File: src/hw/rtl/wgn_pkg.sv
// ----------------------------------------------------------------------------
// wgn_pkg
// Shared widths, defaults and controller/datapath link types for the
// weighted group l1,2 norm block.
// ----------------------------------------------------------------------------
package wgn_pkg;

  localparam int SAMPLE_W_DEF       = 16;
  localparam int GROUP_LEN_LOG2_DEF = 8;
  localparam int WEIGHT_W           = 16;
  localparam int WEIGHT_FRAC        = 8;
  localparam int ROOT_W             = 28;
  localparam int TOTAL_W            = 48;

  typedef struct packed {
    logic capture;
    logic accumulate;
    logic close_group;
    logic root_step;
    logic mul_load;
    logic emit;
  } cmd_t;

  typedef struct packed {
    logic root_last;
  } status_t;

endpackage

File: src/hw/rtl/wgn_dp.sv
// ----------------------------------------------------------------------------
// wgn_dp
// Datapath: squares, saturating group accumulator, bit-serial square root,
// weight multiply and saturating running total with output registers.
// ----------------------------------------------------------------------------
module wgn_dp
  import wgn_pkg::*;
#(
  parameter int SAMPLE_WIDTH   = SAMPLE_W_DEF,
  parameter int GROUP_LEN_LOG2 = GROUP_LEN_LOG2_DEF
) (
  input  logic                           clk,
  input  logic                           rst_n,
  input  cmd_t                           cmd,
  output status_t                        status,
  input  logic signed [SAMPLE_WIDTH-1:0] re_part,
  input  logic signed [SAMPLE_WIDTH-1:0] im_part,
  input  logic        [WEIGHT_W-1:0]     weight,
  input  logic                           set_end,
  output logic        [ROOT_W-1:0]       weighted_root,
  output logic        [TOTAL_W-1:0]      running_total,
  output logic                           is_final
);

  localparam int SQ_W   = 2 * SAMPLE_WIDTH;
  localparam int ACC_W  = SQ_W + GROUP_LEN_LOG2;
  localparam int RT_W   = (ACC_W + 1) / 2;
  localparam int RAD_W  = 2 * RT_W;
  localparam int REM_W  = RT_W + 2;
  localparam int PROD_W = RT_W + WEIGHT_W;
  localparam int SHR_W  = PROD_W - WEIGHT_FRAC;
  localparam int CNT_W  = $clog2(RT_W);
  localparam logic [63:0] ROOT_MAX = (64'd1 << ROOT_W) - 64'd1;

  logic signed [SQ_W-1:0]    re_sq;
  logic signed [SQ_W-1:0]    im_sq;
  logic        [SQ_W-1:0]    sq_re_r;
  logic        [SQ_W-1:0]    sq_im_r;
  logic        [WEIGHT_W-1:0] weight_r;
  logic                      set_end_r;
  logic        [SQ_W:0]      sq_pair;
  logic        [ACC_W:0]     acc_sum;
  logic        [ACC_W-1:0]   acc_sat;
  logic        [ACC_W-1:0]   sum_r;
  logic        [RAD_W-1:0]   rad_r;
  logic        [REM_W-1:0]   rem_r;
  logic        [RT_W-1:0]    root_r;
  logic        [CNT_W-1:0]   cnt_r;
  logic        [REM_W-1:0]   rem_shift;
  logic        [REM_W-1:0]   trial;
  logic                      take;
  logic        [PROD_W-1:0]  prod_r;
  logic        [SHR_W-1:0]   shr;
  logic        [63:0]        shr_ext;
  logic        [ROOT_W-1:0]  wr;
  logic        [TOTAL_W:0]   total_sum;
  logic        [TOTAL_W-1:0] total_sat;
  logic        [TOTAL_W-1:0] total_r;
  logic        [ROOT_W-1:0]  wr_out_r;
  logic        [TOTAL_W-1:0] total_out_r;
  logic                      final_r;

  assign re_sq = SQ_W'(re_part) * SQ_W'(re_part);
  assign im_sq = SQ_W'(im_part) * SQ_W'(im_part);

  assign sq_pair = {1'b0, sq_re_r} + {1'b0, sq_im_r};
  assign acc_sum = {1'b0, sum_r} + (ACC_W + 1)'(sq_pair);
  assign acc_sat = acc_sum[ACC_W] ? {ACC_W{1'b1}} : acc_sum[ACC_W-1:0];

  assign rem_shift = {rem_r[RT_W-1:0], rad_r[RAD_W-1 -: 2]};
  assign trial     = {root_r, 2'b01};
  assign take      = (rem_shift >= trial);

  assign status.root_last = (cnt_r == CNT_W'(RT_W - 1));

  assign shr       = prod_r[PROD_W-1:WEIGHT_FRAC];
  assign shr_ext   = 64'(shr);
  assign wr        = (shr_ext > ROOT_MAX) ? ROOT_MAX[ROOT_W-1:0] : shr_ext[ROOT_W-1:0];
  assign total_sum = {1'b0, total_r} + (TOTAL_W + 1)'(wr);
  assign total_sat = total_sum[TOTAL_W] ? {TOTAL_W{1'b1}} : total_sum[TOTAL_W-1:0];

  always_ff @(posedge clk) begin
    if (!rst_n) begin
      sum_r   <= '0;
      total_r <= '0;
    end else begin
      if (cmd.close_group) begin
        sum_r <= '0;
      end else if (cmd.accumulate) begin
        sum_r <= acc_sat;
      end
      if (cmd.emit) begin
        total_r <= set_end_r ? '0 : total_sat;
      end
    end
  end

  always_ff @(posedge clk) begin
    if (cmd.capture) begin
      sq_re_r   <= SQ_W'(re_sq);
      sq_im_r   <= SQ_W'(im_sq);
      weight_r  <= weight;
      set_end_r <= set_end;
    end
    if (cmd.close_group) begin
      rad_r  <= RAD_W'(acc_sat);
      rem_r  <= '0;
      root_r <= '0;
      cnt_r  <= '0;
    end else if (cmd.root_step) begin
      rad_r  <= {rad_r[RAD_W-3:0], 2'b00};
      rem_r  <= take ? (rem_shift - trial) : rem_shift;
      root_r <= {root_r[RT_W-2:0], take};
      cnt_r  <= cnt_r + CNT_W'(1);
    end
    if (cmd.mul_load) begin
      prod_r <= PROD_W'(root_r) * PROD_W'(weight_r);
    end
    if (cmd.emit) begin
      wr_out_r    <= wr;
      total_out_r <= total_sat;
      final_r     <= set_end_r;
    end
  end

  assign weighted_root = wr_out_r;
  assign running_total = total_out_r;
  assign is_final      = final_r;

endmodule

File: config.mk
export PLATFORM = sky130hd
export DESIGN_NAME = wgn_dp
export DESIGN_NICKNAME = d
export VERILOG_FILES = /design/src/hw/rtl/wgn_pkg.sv /design/src/hw/rtl/wgn_dp.sv
export SDC_FILE = /design/constraint.sdc
export NUM_CORES = 2
export LEC_CHECK = 0
export BUFFER_PORTS_ARGS = -buffer_cell sky130_fd_sc_hd__buf_2
export CORE_MARGIN = 3
export CORE_UTILIZATION = 35
export DETAILED_ROUTE_END_ITERATION = 10
export PLACE_DENSITY = 0.58
export SLEW_MARGIN = 0
export SYNTH_ARGS = -nofsm -noshare
export SYNTH_HDL_FRONTEND = slang
export SYNTH_SLANG_ARGS = --single-unit
File: constraint.sdc
create_clock -name clk -period 14.5 [get_ports clk]
set_input_delay 0.725 -clock clk [delete_from_list [all_inputs] [get_ports clk]]
set_output_delay 0.725 -clock clk [all_outputs]
set_load 0.05 [all_outputs]
==> out/metrics.csv <==
stage,metric,value,unit
critical_path,Reg2Reg Capture Point,prod_r[33],
timing,Slew headroom,25.7,%
detailed_routing,Vias/cell,4.87,
critical_path,worst r2r src,weight_r[7],
yosys,Post-Synth Simple-Gate Area,12.9,%
floorplanning,DIE AREA,136000,um^2
status,status,"complete, no violations",
timing,Slew Limit Fails,0,
detailed_routing,first-pass iteration count of the detailed router,5,
clocking,CTS tree,built,
critical_path,Worst path slowest cell,edfxtp_1,
clocking,clk slew on worst S/H paths,0.06,ns
clocking,CTS sink count,357,
floorplanning,Core ar.,130000,um^2
finish,most frequent cells in the layout,"inv_1 (965), fa_1 (755), nand2_1 (442), ha_1 (363), nor2_1 (300)",
pwr,Peak VDD IR,0.334,mV
clocking,setup repair bufs after CTS,0,
hold_path,Hold WC Path Type,in -> reg,
timing,Hold Slack,0.290,ns
hold_path,WHS Path Cells,1,
global_route,grt ovf,0,
pwr,Clk pwr share,9.1,%
detailed_routing,post-route ant nets,0,
timing,fmax,0.141,GHz
timing,Finish-stage setup viols,0,
pwr,Internal Power,6.77,mW
finish,nets,5948,
pwr,combinational fraction of design power,75.8,%
pwr,sw power,6.15,mW
critical_path,flop-to-flop setup slack,7.40,ns
detailed_routing,initial DRC count,1842,
timing,setup TNS,0,ns
finish,"most common cell after layout, fill and taps aside",inv_1,
yosys,Syn Area/Cell,9.58,um^2
yosys,YS warnings,0,
yosys,post-synthesis mux area share,1.00,%
timing,Final Skew,0.0499,ns
timing,Least-Margin Pin Slew,1.11,ns
floorplanning,num ports,135,
yosys,Yosys cell types,85,
critical_path,worst r2r path cells,20,
detailed_routing,DRC errors left,0,
timing,RSZ-0062 raised after global routing,false,
critical_path,worst setup path class,reg -> reg,
placed_design,GP Congestion,0.841,
global_route,initial antenna violation count,6,
finish,# fillers,13100,
floorplanning,chip width,368,um
finish,design area,49600,um^2
critical_path,CP max FO,20,
critical_path,worst stage delay on the critical path,1.00,ns
timing,period utilization,49.0,%
global_route,Overall Global Routing Usage,16.0,%
clocking,total CTS buffers,45,
critical_path,cell mode on critical path,fa_1,
yosys,Cells after Synth,4793,
hold_path,Hold Crit Start,weight[14],
placed_design,"Cell Area, Placed",48100,um^2
yosys,Post-synth EDFFs,224,
placed_design,Post-DP HPWL,83000,um
clocking,cts repair resizes,0,
yosys,Post-Synth XOR/XNOR Area,3.49,%
critical_path,startpoint types,register,
yosys,Seq cells post-synth,357,
floorplanning,Die Y,368,um
flow_run,Max Cap Viol,0,
finish,Layout area overhead,8.14,%
floorplanning,FP Rows,132,
finish,layout cell share with drive strength beyond 1,5.57,%
yosys,Synth Area in Compound Gates,9.63,%
detailed_routing,via count,31900,
clocking,hold_buf cts,0,
detailed_routing,DR WL/cell,16.2,um
global_route,global-route wire length before repair,176000,um
pwr,pwr/cell area,260,nW/um^2
floorplanning,Initial Utilization,35.4,%
pwr,Leak Pwr,23.8,nW
critical_path,critical path arrival,7.46,ns
global_route,pin count of the biggest net entering global routing,78,
yosys,Main synth FF type,edfxtp_1,
clocking,root buf cell,clkbuf_16,
critical_path,CP endpoint kind,register,
critical_path,"Data required, critical path",14.86,ns
hold_path,Hold Path Sink,weight_r[14],
clocking,Max Root-Sink Buffers,3,
yosys,share of the yosys chip area belonging to registers,20.5,%
critical_path,crit path cell chain,nand2_1 > fa_1 > inv_1 > fa_1 > fa_1 > fa_1 > fa_1 > inv_1 > fa_1 > inv_1 > ha_1 > nand3_1 > nor2_1 > nand3_1 > nand4b_1 > nor2b_1 > a31o_2 > or4_1 > a21boi_0 > xor2_1,
yosys,Synth Cell Area,45900,um^2
clocking,Clock Latency Late Sink,0.62,ns
placed_design,# port buffers,134,
critical_path,Critical Path Source,weight_r[7],
pwr,Switching Share,47.6,%
yosys,largest family of logic cells by synthesized area,adder cells,
yosys,ys async rst share,0,%
global_route,vias in the first global route,33700,
pwr,sequential share of power,15.1,%
timing,clock period minus worst slack,7.10,ns
detailed_routing,Post-Route WL,106000,um
timing,hold violation total from the final report,0,
clocking,H-tree levels,2,
yosys,adder-cell area share of the yosys netlist,42.8,%
## how the worst max path moves through the flow
stage	to	slack (ns)	cells past startpoint
floorplan	sq_re_r[31]	7.72	22
global placement	sq_re_r[31]	6.89	21
detailed placement	sq_re_r[31]	6.84	21
CTS	prod_r[33]	7.41	20
global route	sq_re_r[31]	6.95	21
finish	prod_r[33]	7.40	20
## cell families after synthesis
kind of cell | Yosys count
simple gates | 1250
buf+inv | 1185
fa+ha+maj | 1118
compound gates | 654
flops | 357
xor+xnor | 183
mux | 45
other cells | 1
## Yosys cell counts, types with 14 or more instances
cell type | count | area, um^2
nor3_1 | 42 | 210
o21ai_0 | 81 | 405
xnor2_1 | 130 | 1140
fa_1 | 755 | 15100
and2_1 | 244 | 1530
mux2i_1 | 37 | 370
a211oi_1 | 55 | 413
inv_1 | 965 | 3620
a22oi_1 | 20 | 150
and3_1 | 33 | 206
o21a_1 | 38 | 285
nor2_1 | 300 | 1130
a21o_1 | 85 | 638
nand4_1 | 24 | 150
nand3_1 | 52 | 260
o31ai_1 | 14 | 105
nor2b_1 | 31 | 194
a21oi_1 | 194 | 971
xor2_1 | 53 | 464
nand2b_1 | 31 | 194
a31oi_1 | 28 | 175
clkbuf_1 | 208 | 781
ha_1 | 363 | 4540
a31o_2 | 15 | 131
dfxtp_1 | 133 | 2660
nand2_1 | 442 | 1660
edfxtp_1 | 224 | 6730
## worst max-delay path: cells and delay by family, from the launching register on
kind	cells	cell delay [ns]
and+or+nand+nor	7	1.65
DFF	1	1.00
AOI/OAI and AO/OA	2	0.51
buffers and inverters	3	0.16
xor gates and xnor gates	1	0.10
adders and majority gates	7	3.39
## per-layer routing
metal  vias up  GRT usage, %  part of all wire (%)
met5         -             0                 0.056
met4         8          3.13                   1.9
met3       125          2.63                   4.7
met2       616          28.3                    50
met1     16100          20.8                    44
li1      15100             -                     -
## layout make-up
class | instances | area [um^2] | area share [%]
multi-input cells | 3252 | 32100 | 64.6
flip-flops and latches | 357 | 9390 | 18.9
inverters | 967 | 3630 | 7.31
well taps | 1742 | 2180 | 4.39
clock buffers | 59 | 1210 | 2.44
repair buffers | 150 | 798 | 1.61
clock inverters | 25 | 358 | 0.721
diodes | 2 | 5.00 | 0.0101
## power by group through the flow
stage	clock network, mW	registers (mW)	logic, mW
2_1_floorplan	0	1.93	7.81
3_3_place_gp	0	1.98	9.76
3_5_place_dp	0	1.98	9.83
4_1_cts	1.22	1.96	9.89
5_1_grt	1.26	1.98	11.2
6_report	1.17	1.95	9.79
## through the flow
stage / util [%] / setup slack (ns) / std cells / total power [mW]
after floorplan: - / 7.72 / 4794 / 9.74
after global placement: 37.0 / 6.89 / 6468 / 11.7
after detailed placement: 37.0 / 6.84 / 6468 / 11.8
after CTS: 38.2 / 7.41 / 6552 / 13.1
after global routing: 38.2 / 6.95 / 6552 / 14.4
final: 38.2 / 7.40 / 6554 / 12.9
## state kept, by name, summed over array words and instances, names as in the netlist
| name | flops |
|---|---|
| rad_r | 40 |
| sq_re_r | 31 |
| root_r | 20 |
| sum_r | 40 |
| weight_r | 16 |
| is_final | 1 |
| rem_r | 20 |
| weighted_root | 28 |
| set_end_r | 1 |
| prod_r | 28 |
| cnt_r | 5 |
| sq_im_r | 31 |
| total_r | 48 |
| running_total | 48 |
(Power assumes the default switching activity.)
