## config.mk

```make
export PLATFORM = sky130hd
export DESIGN_NAME = wgn_ctrl
export DESIGN_NICKNAME = d
export VERILOG_FILES = /design/src/hw/rtl/wgn_pkg.sv /design/src/hw/rtl/wgn_ctrl.sv
export SDC_FILE = /design/constraint.sdc
export NUM_CORES = 1
export LEC_CHECK = 0
export ABC_CLOCK_PERIOD_IN_PS = 1600
export CAP_MARGIN = 25
export CORE_AREA = 2 2 39 41
export CTS_BUF_LIST = sky130_fd_sc_hd__clkbuf_2
export CTS_CLUSTER_SIZE = 40
export DETAILED_ROUTE_END_ITERATION = 10
export DIE_AREA = 0 0 41 43
export DONT_BUFFER_PORTS = 1
export GPL_ROUTABILITY_DRIVEN = 0
export PLACE_DENSITY_LB_ADDON = 0.08
export SYNTH_ARGS = -nofsm -noshare
export SYNTH_HDL_FRONTEND = slang
export SYNTH_SLANG_ARGS = --single-unit
```

## constraint.sdc

```tcl
create_clock -name clk -period 1.6 [get_ports clk]
set_input_delay 0.24 -clock clk [delete_from_list [all_inputs] [get_ports clk]]
set_output_delay 0.24 -clock clk [all_outputs]
set_load 0.01 [all_outputs]
```

## src/hw/rtl/wgn_pkg.sv

```systemverilog
// ----------------------------------------------------------------------------
// wgn_pkg
// Shared widths, defaults and controller/datapath link types for the
// weighted group l1,2 norm block.
// ----------------------------------------------------------------------------
package wgn_pkg;

  localparam int SAMPLE_W_DEF       = 16;
  localparam int GROUP_LEN_LOG2_DEF = 8;
  localparam int WEIGHT_W           = 16;
  localparam int WEIGHT_FRAC        = 8;
  localparam int ROOT_W             = 28;
  localparam int TOTAL_W            = 48;

  typedef struct packed {
    logic capture;
    logic accumulate;
    logic close_group;
    logic root_step;
    logic mul_load;
    logic emit;
  } cmd_t;

  typedef struct packed {
    logic root_last;
  } status_t;

endpackage

```

## src/hw/rtl/wgn_ctrl.sv

```systemverilog
// ----------------------------------------------------------------------------
// wgn_ctrl
// Controller: input handshake, group-end sequencing through root, multiply
// and emit, and the output valid register.
// ----------------------------------------------------------------------------
module wgn_ctrl
  import wgn_pkg::*;
(
  input  logic    clk,
  input  logic    rst_n,
  input  logic    in_valid,
  input  logic    in_group_end,
  output logic    in_ready,
  output logic    out_valid,
  input  logic    out_ready,
  output cmd_t    cmd,
  input  status_t status
);

  typedef enum logic [1:0] {
    ST_IDLE,
    ST_ROOT,
    ST_MUL,
    ST_EMIT
  } state_t;

  state_t state_r, state_nxt;
  logic   s1_valid_r;
  logic   s1_gend_r;
  logic   pending_r, pending_nxt;
  logic   out_valid_r, out_valid_nxt;
  logic   accept;
  logic   out_free;

  assign in_ready  = !pending_r;
  assign accept    = in_valid && in_ready;
  assign out_free  = !out_valid_r || out_ready;
  assign out_valid = out_valid_r;

  always_comb begin
    state_nxt       = state_r;
    pending_nxt     = pending_r;
    out_valid_nxt   = out_valid_r && !out_ready;
    cmd             = '0;
    cmd.capture     = accept;
    cmd.accumulate  = s1_valid_r;
    cmd.close_group = s1_valid_r && s1_gend_r;
    if (accept && in_group_end) begin
      pending_nxt = 1'b1;
    end
    case (state_r)
      ST_IDLE: begin
        if (cmd.close_group) begin
          state_nxt = ST_ROOT;
        end
      end
      ST_ROOT: begin
        cmd.root_step = 1'b1;
        if (status.root_last) begin
          state_nxt = ST_MUL;
        end
      end
      ST_MUL: begin
        cmd.mul_load = 1'b1;
        state_nxt    = ST_EMIT;
      end
      ST_EMIT: begin
        if (out_free) begin
          cmd.emit      = 1'b1;
          out_valid_nxt = 1'b1;
          pending_nxt   = 1'b0;
          state_nxt     = ST_IDLE;
        end
      end
      default: begin
        state_nxt = ST_IDLE;
      end
    endcase
  end

  always_ff @(posedge clk) begin
    if (!rst_n) begin
      state_r     <= ST_IDLE;
      s1_valid_r  <= 1'b0;
      s1_gend_r   <= 1'b0;
      pending_r   <= 1'b0;
      out_valid_r <= 1'b0;
    end else begin
      state_r     <= state_nxt;
      s1_valid_r  <= accept;
      s1_gend_r   <= accept && in_group_end;
      pending_r   <= pending_nxt;
      out_valid_r <= out_valid_nxt;
    end
  end

endmodule

```

==> results of run 1 <==
-- through the flow --
stage	hold WS (ns)	std cells	utilization [%]	worst slack [ns]
4_1_cts	0.1202	50	24.41	0.1187
6_report	0.1354	50	24.41	0.1312
5_1_grt	0.1012	50	24.41	0.02328
3_5_place_dp	0.3645	47	23.33	0.1503
2_1_floorplan	0.3576	33	-	0.2433
3_3_place_gp	0.3615	47	23.33	0.1539
-- cells in the final DEF (no fill, tap or decap) --
| master | instances |
|---|---|
| nand2_1 | 3 |
| dfxtp_1 | 6 |
| o21a_1 | 1 |
| a21oi_1 | 1 |
| nor2b_1 | 1 |
| a221o_2 | 1 |
| clkbuf_2 | 3 |
| ha_1 | 4 |
| and2_1 | 1 |
| and2b_1 | 1 |
| o211a_1 | 1 |
| nor3b_1 | 1 |
| mux2i_1 | 1 |
| a222oi_1 | 1 |
| or2_0 | 1 |
| nor2b_2 | 1 |
| and3_1 | 1 |
| inv_1 | 5 |
-- layer usage --
| metal | wire length [um] | vias up |
|---|---|---|
| met5 | 0 | - |
| met4 | 8 | 0 |
| met3 | 67 | 2 |
| met2 | 257 | 13 |
| met1 | 259 | 100 |
| li1 | - | 110 |
-- state kept, by name (all words and copies together), names as in the netlist --
register	cells
s1_valid_r	1
pending_r	1
state_r	2
out_valid	1
s1_gend_r	1
-- cell families after synthesis --
family	Yosys count
compound gates	5
fa+ha+maj	4
buf+inv	7
flops	6
mux	1
simple gates	10
-- layout make-up --
| cell class | count | area share [%] |
|---|---|---|
| Clock buffer | 3 | 4.444 |
| Sequential cell | 6 | 35.56 |
| Inverter | 5 | 5.556 |
| Multi-Input combinational cell | 20 | 48.52 |
| Tap cell | 16 | 5.926 |
-- power groups by stage --
stage / clock (mW) / combinational (mW) / sequential (mW)
finish: 0.106 / 0.101 / 0.179
global route: 0.126 / 0.116 / 0.182
CTS: 0.113 / 0.103 / 0.179
detailed placement: 0 / 0.100 / 0.182
global placement: 0 / 0.0982 / 0.182
floorplan: 0 / 0.0918 / 0.179
-- worst min-delay path by stage --
stage | start | slack [ns] | endpoint | depth (start not counted)
after floorplan | rst_n | 0.36 | out_valid | 1
after global placement | rst_n | 0.36 | out_valid | 1
after detailed placement | rst_n | 0.36 | out_valid | 1
after CTS | rst_n | 0.12 | out_valid | 1
after global routing | rst_n | 0.10 | out_valid | 1
final | rst_n | 0.14 | out_valid | 1
==> reports/summary.md, run 1 <==
* 43 — number of nets in the synthesized netlist
* 14.71% — fraction of layout instances using a drive strength above 1
* 0.3864 mW — PnR Total Power
* 46.4% — part of the power in registers
* 11.86 um — routed length per placed instance
* 4 — largest fanout on the critical path
* 0.48 ns — CP max stage delay
* 680.8 MHz — highest clock rate
* 0 — quantity of I/O buffers inserted on ports
* state_r[1] — startpoint of the most critical register-to-register path
* 9.630 sq um — synthesized area per cell
* 31.21% — net switching share of the total power
* 0.1206 mW — net switching power
* 1 — buffering stage count on the worst path with inverters included
* 0 — postcts setup bufs
* 37.80% — sequential share of the synthesized area
* 0.4175 mV — Worst IR Drop VDD
* a222oi_1 — Max stage delay cell, worst path
* 0.22 ns — clock insertion delay at the later pin of the skew report
* 1763 sq um — total die area
* 0 — number of gates resized after cts
* 8.818% — gr usage total
* 337.8 sq um — Finished Cell Area
* state_r[1] — terminus of the critical flop-to-flop path
* 1.62 ns — endpoint arrival time on the critical path
* 0 — number of antenna violations at the first check in global routing
* 0 — setup violators final
* 7.987% — GR Layer Usage met1
* 37.80% — area share of the leading cell type in the synthesized netlist
* 1384 sq um — core area
* 225 — via count
* 0 — antenna diode count
* 26.1% — Comb pwr share
* 3 — cts bufs inserted
* 8 — maximum number of pins on one net before global-route repair
* 0 — CTS Hold Bufs
* 0% — share of flip-flops with an asynchronous set or reset after synthesis
* 6.299% — Area growth syn-to-layout
* flip-flop — kind of start point of the critical path
* 0 — number of maximum-capacitance constraint violations
* 163.9 sq um — footprint of the multi-input gates
* 46 — layout net count
* 0 — total of warnings raised by yosys
* 4 — depth of the worst register-to-register path
* in2reg — Hold/Removal Path Class
* 0.4499 ns — slew at the pin closest to its max-slew limit
* 4 — DRC marker count from the first detailed-route iteration
* clkbuf_2 — clk root buf
* met2 — most congested layer reported by global routing
* 4 — Crit path depth
* completed — result of the run
* 43 um — overall die height
* 2 — Clock Path Buffers
* 0.2658 mW — cell internal power dissipation
* 917 um — first-pass GRT wire length
* 3.150% — multiplexer fraction of the synthesized cell area
* 120.1 sq um — sequential cell area
* state_r[1] — worst setup path end
* 317.8 sq um — Mapped Area
* 91.80% — period utilisation layout
* 18.90% — share of synthesized cell area in and, or, nand and nor gates
* 0 ns — final sum of negative setup slack
* 10.94% — met2 track utilization from global routing
* 0 — DRC
* state_r[1] — Setup crit start
* 322.8 sq um — post-place instance area
* 22.97% — Initial Utilization
* dfxtp_1 — most frequently used cell type in the post-synthesis netlist
* 70.01% — worst-case headroom to the max-slew limit
* 0 — global route overflow
* 8.377% — met3 usage in global routing
* 0% — XOR/XNOR Fraction of Synth Area
* 6 — Yosys reg bits
* 160 — number of filler cells placed in the layout
* 0 — final hold violation count
* 1144 nW/um^2 — pwr/cell area
* 41 um — overall die width
* 14 — floorplan row count
* 0 — number of synthesized flops with an enable pin
* 4 — length of the first detailed-routing pass in iterations
* built — CTS tree
* 593 um — final routed wirelength across all metal layers
* inv_1, ha_1, a222oi_1, mux2i_1 — chain of cells forming the critical path
* 0 — count of final max-slew check failures
* dfxtp_1 (38%), ha_1 (16%), inv_1 (5.9%) — synth top area cells
* reg2reg — path type of the worst setup path
* 0.1620 nW — Leak
* 0.07 ns — clock-pin slew on the worst setup and hold paths
* 33 — cell count after synthesis
* 0 — post-detailed-route count of antenna-violating nets
* dfxtp_1 (6), inv_1 (5), ha_1 (4) — most common library cells after synthesis
* 15.75% — post-synthesis share of cell area spent on full adders, half adders and majority gates
* 13.78% — share of the synthesized area in compound gates (AO/OA/AOI/OAI)
* 27.5% — fraction of power consumed by the clock network
* flip-flop — critical path capture point type
* 18 — count of unique library cells instantiated by Yosys
* 0.006790 ns — worst clock skew
* simple AND/OR/NAND/NOR gates — dominant combinational cell family by area after synthesis
* 1.75 ns — required time at the endpoint of the critical path
* 1 — H-Tree Level Count
* compound AO/OA/AOI/OAI gates — cell family contributing the most delay on the critical path
* no — unrepaired setup endpoints after global routing
* 0.13 ns — R2R Setup Slk
* 6 — total clock sinks
* 1.469 ns — final critical path time including I/O delays and setup
* 14 — number of top-level pins
* dfxtp_1 — leading register cell type out of synthesis
* dfxtp_1 — biggest area consumer among synthesized cells
* 4.500 — vias per cell
* 220 — vias in the first global route
(Power assumes the default switching activity.)
==> run 2: changes to the inputs <==
--- a/config.mk
+++ b/config.mk
@@ -14,7 +14,6 @@
 export DIE_AREA = 0 0 41 43
 export DONT_BUFFER_PORTS = 1
 export GPL_ROUTABILITY_DRIVEN = 0
-export PLACE_DENSITY_LB_ADDON = 0.08
 export SYNTH_ARGS = -nofsm -noshare
 export SYNTH_HDL_FRONTEND = slang
 export SYNTH_SLANG_ARGS = --single-unit
==> run 2 against run 1 <==
Net effect:
- fmax is 0.47% lower
- via count fell by 3.1%
- sequential power hardly changed
- first-iteration DRC count unchanged
- wire length down 7.9%
- final cell count unchanged
- utilization unchanged
- setup slack got worse by 0.0070 ns
- clock-buffer cell count did not move
- clock skew up 0.0029 ns
- die area did not move
- critical path type unchanged
==> reports/summary.md, run 2 (same netlist as run 1, synthesis figures left out) <==
* 0 — postcts setup bufs
* 0.009696 ns — worst clock skew
* 46.4% — part of the power in registers
* 0.2646 mW — cell internal power dissipation
* completed — result of the run
* inv_1, ha_1, a222oi_1, mux2i_1 — chain of cells forming the critical path
* 183 — vias in the first global route
* 1.476 ns — final critical path time including I/O delays and setup
* 0.1262 ns — minimum hold slack
* 2 — Clock Path Buffers
* 1 — H-Tree Level Count
* 0 — global route overflow
* 0.12 ns — R2R Setup Slk
* 4 — largest fanout on the critical path
* in2reg — Hold/Removal Path Class
* 0.07 ns — clock-pin slew on the worst setup and hold paths
* 14 — number of top-level pins
* 765 um — first-pass GRT wire length
* 31.37% — net switching share of the total power
* 1.76 ns — required time at the endpoint of the critical path
* 0.1620 nW — Leak
* 92.24% — period utilisation layout
* 2 — max FFs per register
* 1.64 ns — endpoint arrival time on the critical path
* 4.360 — vias per cell
* flip-flop — kind of start point of the critical path
* 0.23 ns — clock insertion delay at the later pin of the skew report
* 0 — final hold violation count
* 0 — number of gates resized after cts
* 1384 sq um — core area
* 0.47 ns — CP max stage delay
* 3 — cts bufs inserted
* 435 um — detailed-placement wirelength estimate
* state_r — register with the highest flop count
* 677.6 MHz — highest clock rate
* 1141 nW/um^2 — pwr/cell area
* 0 — number of antenna violations at the first check in global routing
* 0 — setup violators final
* 0 — DRC
* 41 um — overall die width
* 1763 sq um — total die area
* 14.71% — fraction of layout instances using a drive strength above 1
* 0 ns — final sum of negative setup slack
* 46 — layout net count
* 0 — CTS Hold Bufs
* 14 — floorplan row count
* 25.5% — Comb pwr share
* flip-flop — critical path capture point type
* 0 — quantity of I/O buffers inserted on ports
* 43 um — overall die height
* 0.1209 mW — net switching power
* 0 — count of final max-slew check failures
* 6 — total clock sinks
* a222oi_1 — Max stage delay cell, worst path
* 0 — post-detailed-route count of antenna-violating nets
* 22.97% — Initial Utilization
* dfxtp_1 — most common cell after layout, fill and taps aside
* 10.92 um — routed length per placed instance
* 4 — DRC marker count from the first detailed-route iteration
* 218 — via count
* 6.299% — Area growth syn-to-layout
* no — unrepaired setup endpoints after global routing
* clkbuf_2 — clk root buf
* 0.4384 ns — slew at the pin closest to its max-slew limit
* 0.2266 mV — Worst IR Drop VDD
* 0 — number of maximum-capacitance constraint violations
* 28.1% — fraction of power consumed by the clock network
* built — CTS tree
* 4 — length of the first detailed-routing pass in iterations
* 0 — antenna diode count
* dfxtp_1 (6), inv_1 (5), ha_1 (4) — leading cell types in the layout, fill and taps excluded
* 8 — maximum number of pins on one net before global-route repair
* 70.77% — worst-case headroom to the max-slew limit
* 7.739% — gr usage total
* reg2reg — path type of the worst setup path
* 546 um — final routed wirelength across all metal layers
-- run 2: final timing paths --
path,startpoint,to,depth (start not counted)
worst min register to register,state_r[1],state_r[1],2
worst min-delay path,rst_n,out_valid,1
worst max-delay path,state_r[1],state_r[1],4
worst max register to register,state_r[1],state_r[1],4
-- run 2: layout make-up --
cell class | instances | area, sq um
inverters | 5 | 18.77
flip-flops and latches | 6 | 120.1
multi-input cells | 20 | 163.9
clock buffers | 3 | 15.01
well taps | 16 | 20.02
fillers | 155 | 1046
-- run 2: critical path: cells and delay by family (launching register included) --
kind                       cells  cell delay (ns)
adders and majority gates      1             0.25
buffers and inverters          1             0.08
AOI/OAI and AO/OA              1             0.47
muxes                          1             0.23
DFF                            1             0.38
-- run 2: power by group through the flow --
stage / Clock [mW] / Sequential, mW / Combinational, mW
finish: 0.108 / 0.179 / 0.0983
global route: 0.126 / 0.180 / 0.112
CTS: 0.116 / 0.179 / 0.0997
detailed placement: 0 / 0.182 / 0.0996
global placement: 0 / 0.182 / 0.0990
floorplan: 0 / 0.179 / 0.0918
-- run 2: metal layers --
metal / track usage, % / part of all wire [%] / up-vias
met5: 0 / 0 / -
met1: 6.129 / 38 / 99
met4: 10.00 / 2.6 / 0
met3: 7.330 / 9.9 / 2
met2: 9.063 / 49 / 8
li1: - / - / 109
-- run 2: per-stage QoR --
stage | power [mW] | utilization (%) | cells | cell area, sq um | setup slack, ns
floorplan | 0.2704 | - | 33 | 317.8 | 0.2433
global placement | 0.2810 | 23.33 | 47 | 322.8 | 0.1710
detailed placement | 0.2818 | 23.33 | 47 | 322.8 | 0.1393
CTS | 0.3945 | 24.41 | 50 | 337.8 | 0.1239
global route | 0.4177 | 24.41 | 50 | 337.8 | 0.01758
finish | 0.3856 | 24.41 | 50 | 337.8 | 0.1242
==> run 3: changes to the inputs <==
--- a/config.mk
+++ b/config.mk
@@ -5,7 +5,7 @@
 export SDC_FILE = /design/constraint.sdc
 export NUM_CORES = 1
 export LEC_CHECK = 0
-export ABC_CLOCK_PERIOD_IN_PS = 1600
+export ABC_CLOCK_PERIOD_IN_PS = 1350
 export CAP_MARGIN = 25
 export CORE_AREA = 2 2 39 41
 export CTS_BUF_LIST = sky130_fd_sc_hd__clkbuf_2
@@ -14,6 +14,8 @@
 export DIE_AREA = 0 0 41 43
 export DONT_BUFFER_PORTS = 1
 export GPL_ROUTABILITY_DRIVEN = 0
+export SETUP_SLACK_MARGIN = 0.4
 export SYNTH_ARGS = -nofsm -noshare
 export SYNTH_HDL_FRONTEND = slang
 export SYNTH_SLANG_ARGS = --single-unit
+export TNS_END_PERCENT = 1
==> constraint.sdc (replaced) <==
create_clock -name clk -period 1.35 [get_ports clk]
set_input_delay 0.2025 -clock clk [delete_from_list [all_inputs] [get_ports clk]]
set_output_delay 0.2025 -clock clk [all_outputs]
set_load 0.01 [all_outputs]
==> run 3 against run 2 <==
Net effect:
- non-clock buffer count up 3
- clock power up 13%
- first-iteration DRC count up 100%
- final cell count up 6.0%
- worst hold slack worse by 0.016 ns
- sequential power up 31%
- utilization up 6.0 points
- critical endpoint is now state_r[0]
==> reports/summary.md, run 3 (same netlist as run 1, synthesis figures left out) <==
* completed — result of the run
* 207.7 sq um — footprint of the multi-input gates
* 0.06 ns — clock-pin slew on the worst setup and hold paths
* 149 — number of filler cells placed in the layout
* 0.2780 ns — slew at the pin closest to its max-slew limit
* 9.567% — gr usage total
* 3 — cts bufs inserted
* 1267 nW/um^2 — pwr/cell area
* 41 um — overall die width
* 8 — maximum number of pins on one net before global-route repair
* 0 — number of maximum-capacitance constraint violations
* 0 — count of final max-slew check failures
* 4 — largest fanout on the critical path
* 4.509 — vias per cell
* 0.4741 mV — Worst IR Drop VDD
* 0 — global route overflow
* 672 um — final routed wirelength across all metal layers
* 1384 sq um — core area
* 0.22 ns — clock insertion delay at the later pin of the skew report
* flip-flop — critical path capture point type
* 0 — antenna diode count
* 0.5328 mW — PnR Total Power
* 32.13% — net switching share of the total power
* 44.0% — part of the power in registers
* 1.45 ns — endpoint arrival time on the critical path
* 53 — post-layout instance count excluding filler cells
* 1 — H-Tree Level Count
* 2 — max FFs per register
* 59.46% — fraction of layout instances using a drive strength above 1
* reg2reg — path type of the worst setup path
* 33.2% — Comb pwr share
* state_r — register with the highest flop count
* 1021 um — first-pass GRT wire length
* 8 — DRC marker count from the first detailed-route iteration
* 49 — layout net count
* 81.47% — worst-case headroom to the max-slew limit
* 0 — quantity of I/O buffers inserted on ports
* 0 — final hold violation count
* 43 um — overall die height
* 22.97% — Initial Utilization
* 131.4 sq um — sequential cell area
* 4 — length of the first detailed-routing pass in iterations
* 239 — via count
* clkbuf_2 (3), dfxtp_2 (3), buf_4 (3) — leading cell types in the layout, fill and taps excluded
* flip-flop — kind of start point of the critical path
* 22.9% — fraction of power consumed by the clock network
* 0 — DRC
* 6 — total clock sinks
* 1.46 ns — required time at the endpoint of the critical path
* yes — unrepaired setup endpoints after global routing
* 2 — Clock Path Buffers
* 0 — CTS Hold Bufs
* 0.1712 mW — net switching power
* 1763 sq um — total die area
* 0 — post-detailed-route count of antenna-violating nets
* clkbuf_2 — clk root buf
* 14 — floorplan row count
* 32.28% — Area growth syn-to-layout
* 1.343 ns — final critical path time including I/O delays and setup
* 744.6 MHz — highest clock rate
* 0.1838 nW — Leak
* 12.68 um — routed length per placed instance
* 0.3616 mW — cell internal power dissipation
* built — CTS tree
* 14 — number of top-level pins
* in2reg — Hold/Removal Path Class
* 0.0007323 ns — worst clock skew
* 0 — number of antenna violations at the first check in global routing
* 49 — number of cells after detailed placement
* 0 — setup violators final
* 231 — vias in the first global route
* 99.49% — period utilisation layout
-- run 3: cell types whose count changed in the layout (fill, tap and decap cells not counted), moves of 2 or more --
cell	change
dfxtp_1	-5
buf_4	+3
dfxtp_2	+3
ha_1	-3
inv_1	-3
dfxtp_4	+2
ha_4	+2
inv_4	+2
nor2b_4	+2
-- run 3: final timing paths --
| check | slack, ns | end | startpoint | cells after the start |
|---|---|---|---|---|
| worst max-delay path | 0.007 | state_r[0] | state_r[0] | 5 |
| worst min-delay path | 0.11 | s1_valid_r | rst_n | 1 |
| worst min register to register | 0.53 | state_r[1] | state_r[1] | 2 |
| worst max register to register | 0.007 | state_r[0] | state_r[0] | 5 |
-- run 3: critical path, stage by stage, from the launching register on --
cell and delay, ns:
dfxtp_4 0.39, inv_4 0.05, ha_4 0.16, or2_0 0.21, a221o_2 0.31, o211a_1 0.12
-- run 3: what timing repair did --
action,4_1_cts,5_1_grt
pin swaps,1,0
gates resized for setup,0,10
buffers inserted,1,0
setup endpoints to repair,7,8
-- run 3: through the flow --
step	utilization [%]	hold WS (ns)	cell area, sq um	setup WS, ns	setup TNS [ns]
6_report	30.38	0.1098	420.4	0.006949	0
5_1_grt	30.38	0.07260	420.4	-0.06058	-0.09033
4_1_cts	28.75	0.1002	397.9	0.01004	0
3_5_place_dp	27.12	0.3358	375.4	-0.01198	-0.01198
3_3_place_gp	27.12	0.3283	375.4	0.01512	0
2_1_floorplan	-	0.3201	355.3	0.08556	0
-- run 3: final cells by class --
cell class                      count  area share (%)
Timing Repair Buffer                3           5.357
Sequential cell                     6           31.25
Clock buffer                        3           3.571
Multi-Input combinational cell     20           49.40
Tap cell                           16           4.762
Inverter                            5           5.655
-- run 3: power by group through the flow --
stage | clock network, mW | registers, mW | logic, mW
floorplan | 0 | 0.230 | 0.129
global placement | 0 | 0.234 | 0.147
detailed placement | 0 | 0.233 | 0.158
CTS | 0.131 | 0.231 | 0.174
global route | 0.153 | 0.237 | 0.192
finish | 0.122 | 0.234 | 0.177
-- run 3: metal layers --
metal  share of wire, %  track usage (%)  up-vias
li1                   -                -      116
met1                 40            10.06      108
met2                 46            12.81       15
met3                 14            10.47        0
met4                  0            2.000        0
met5                  0                0        -
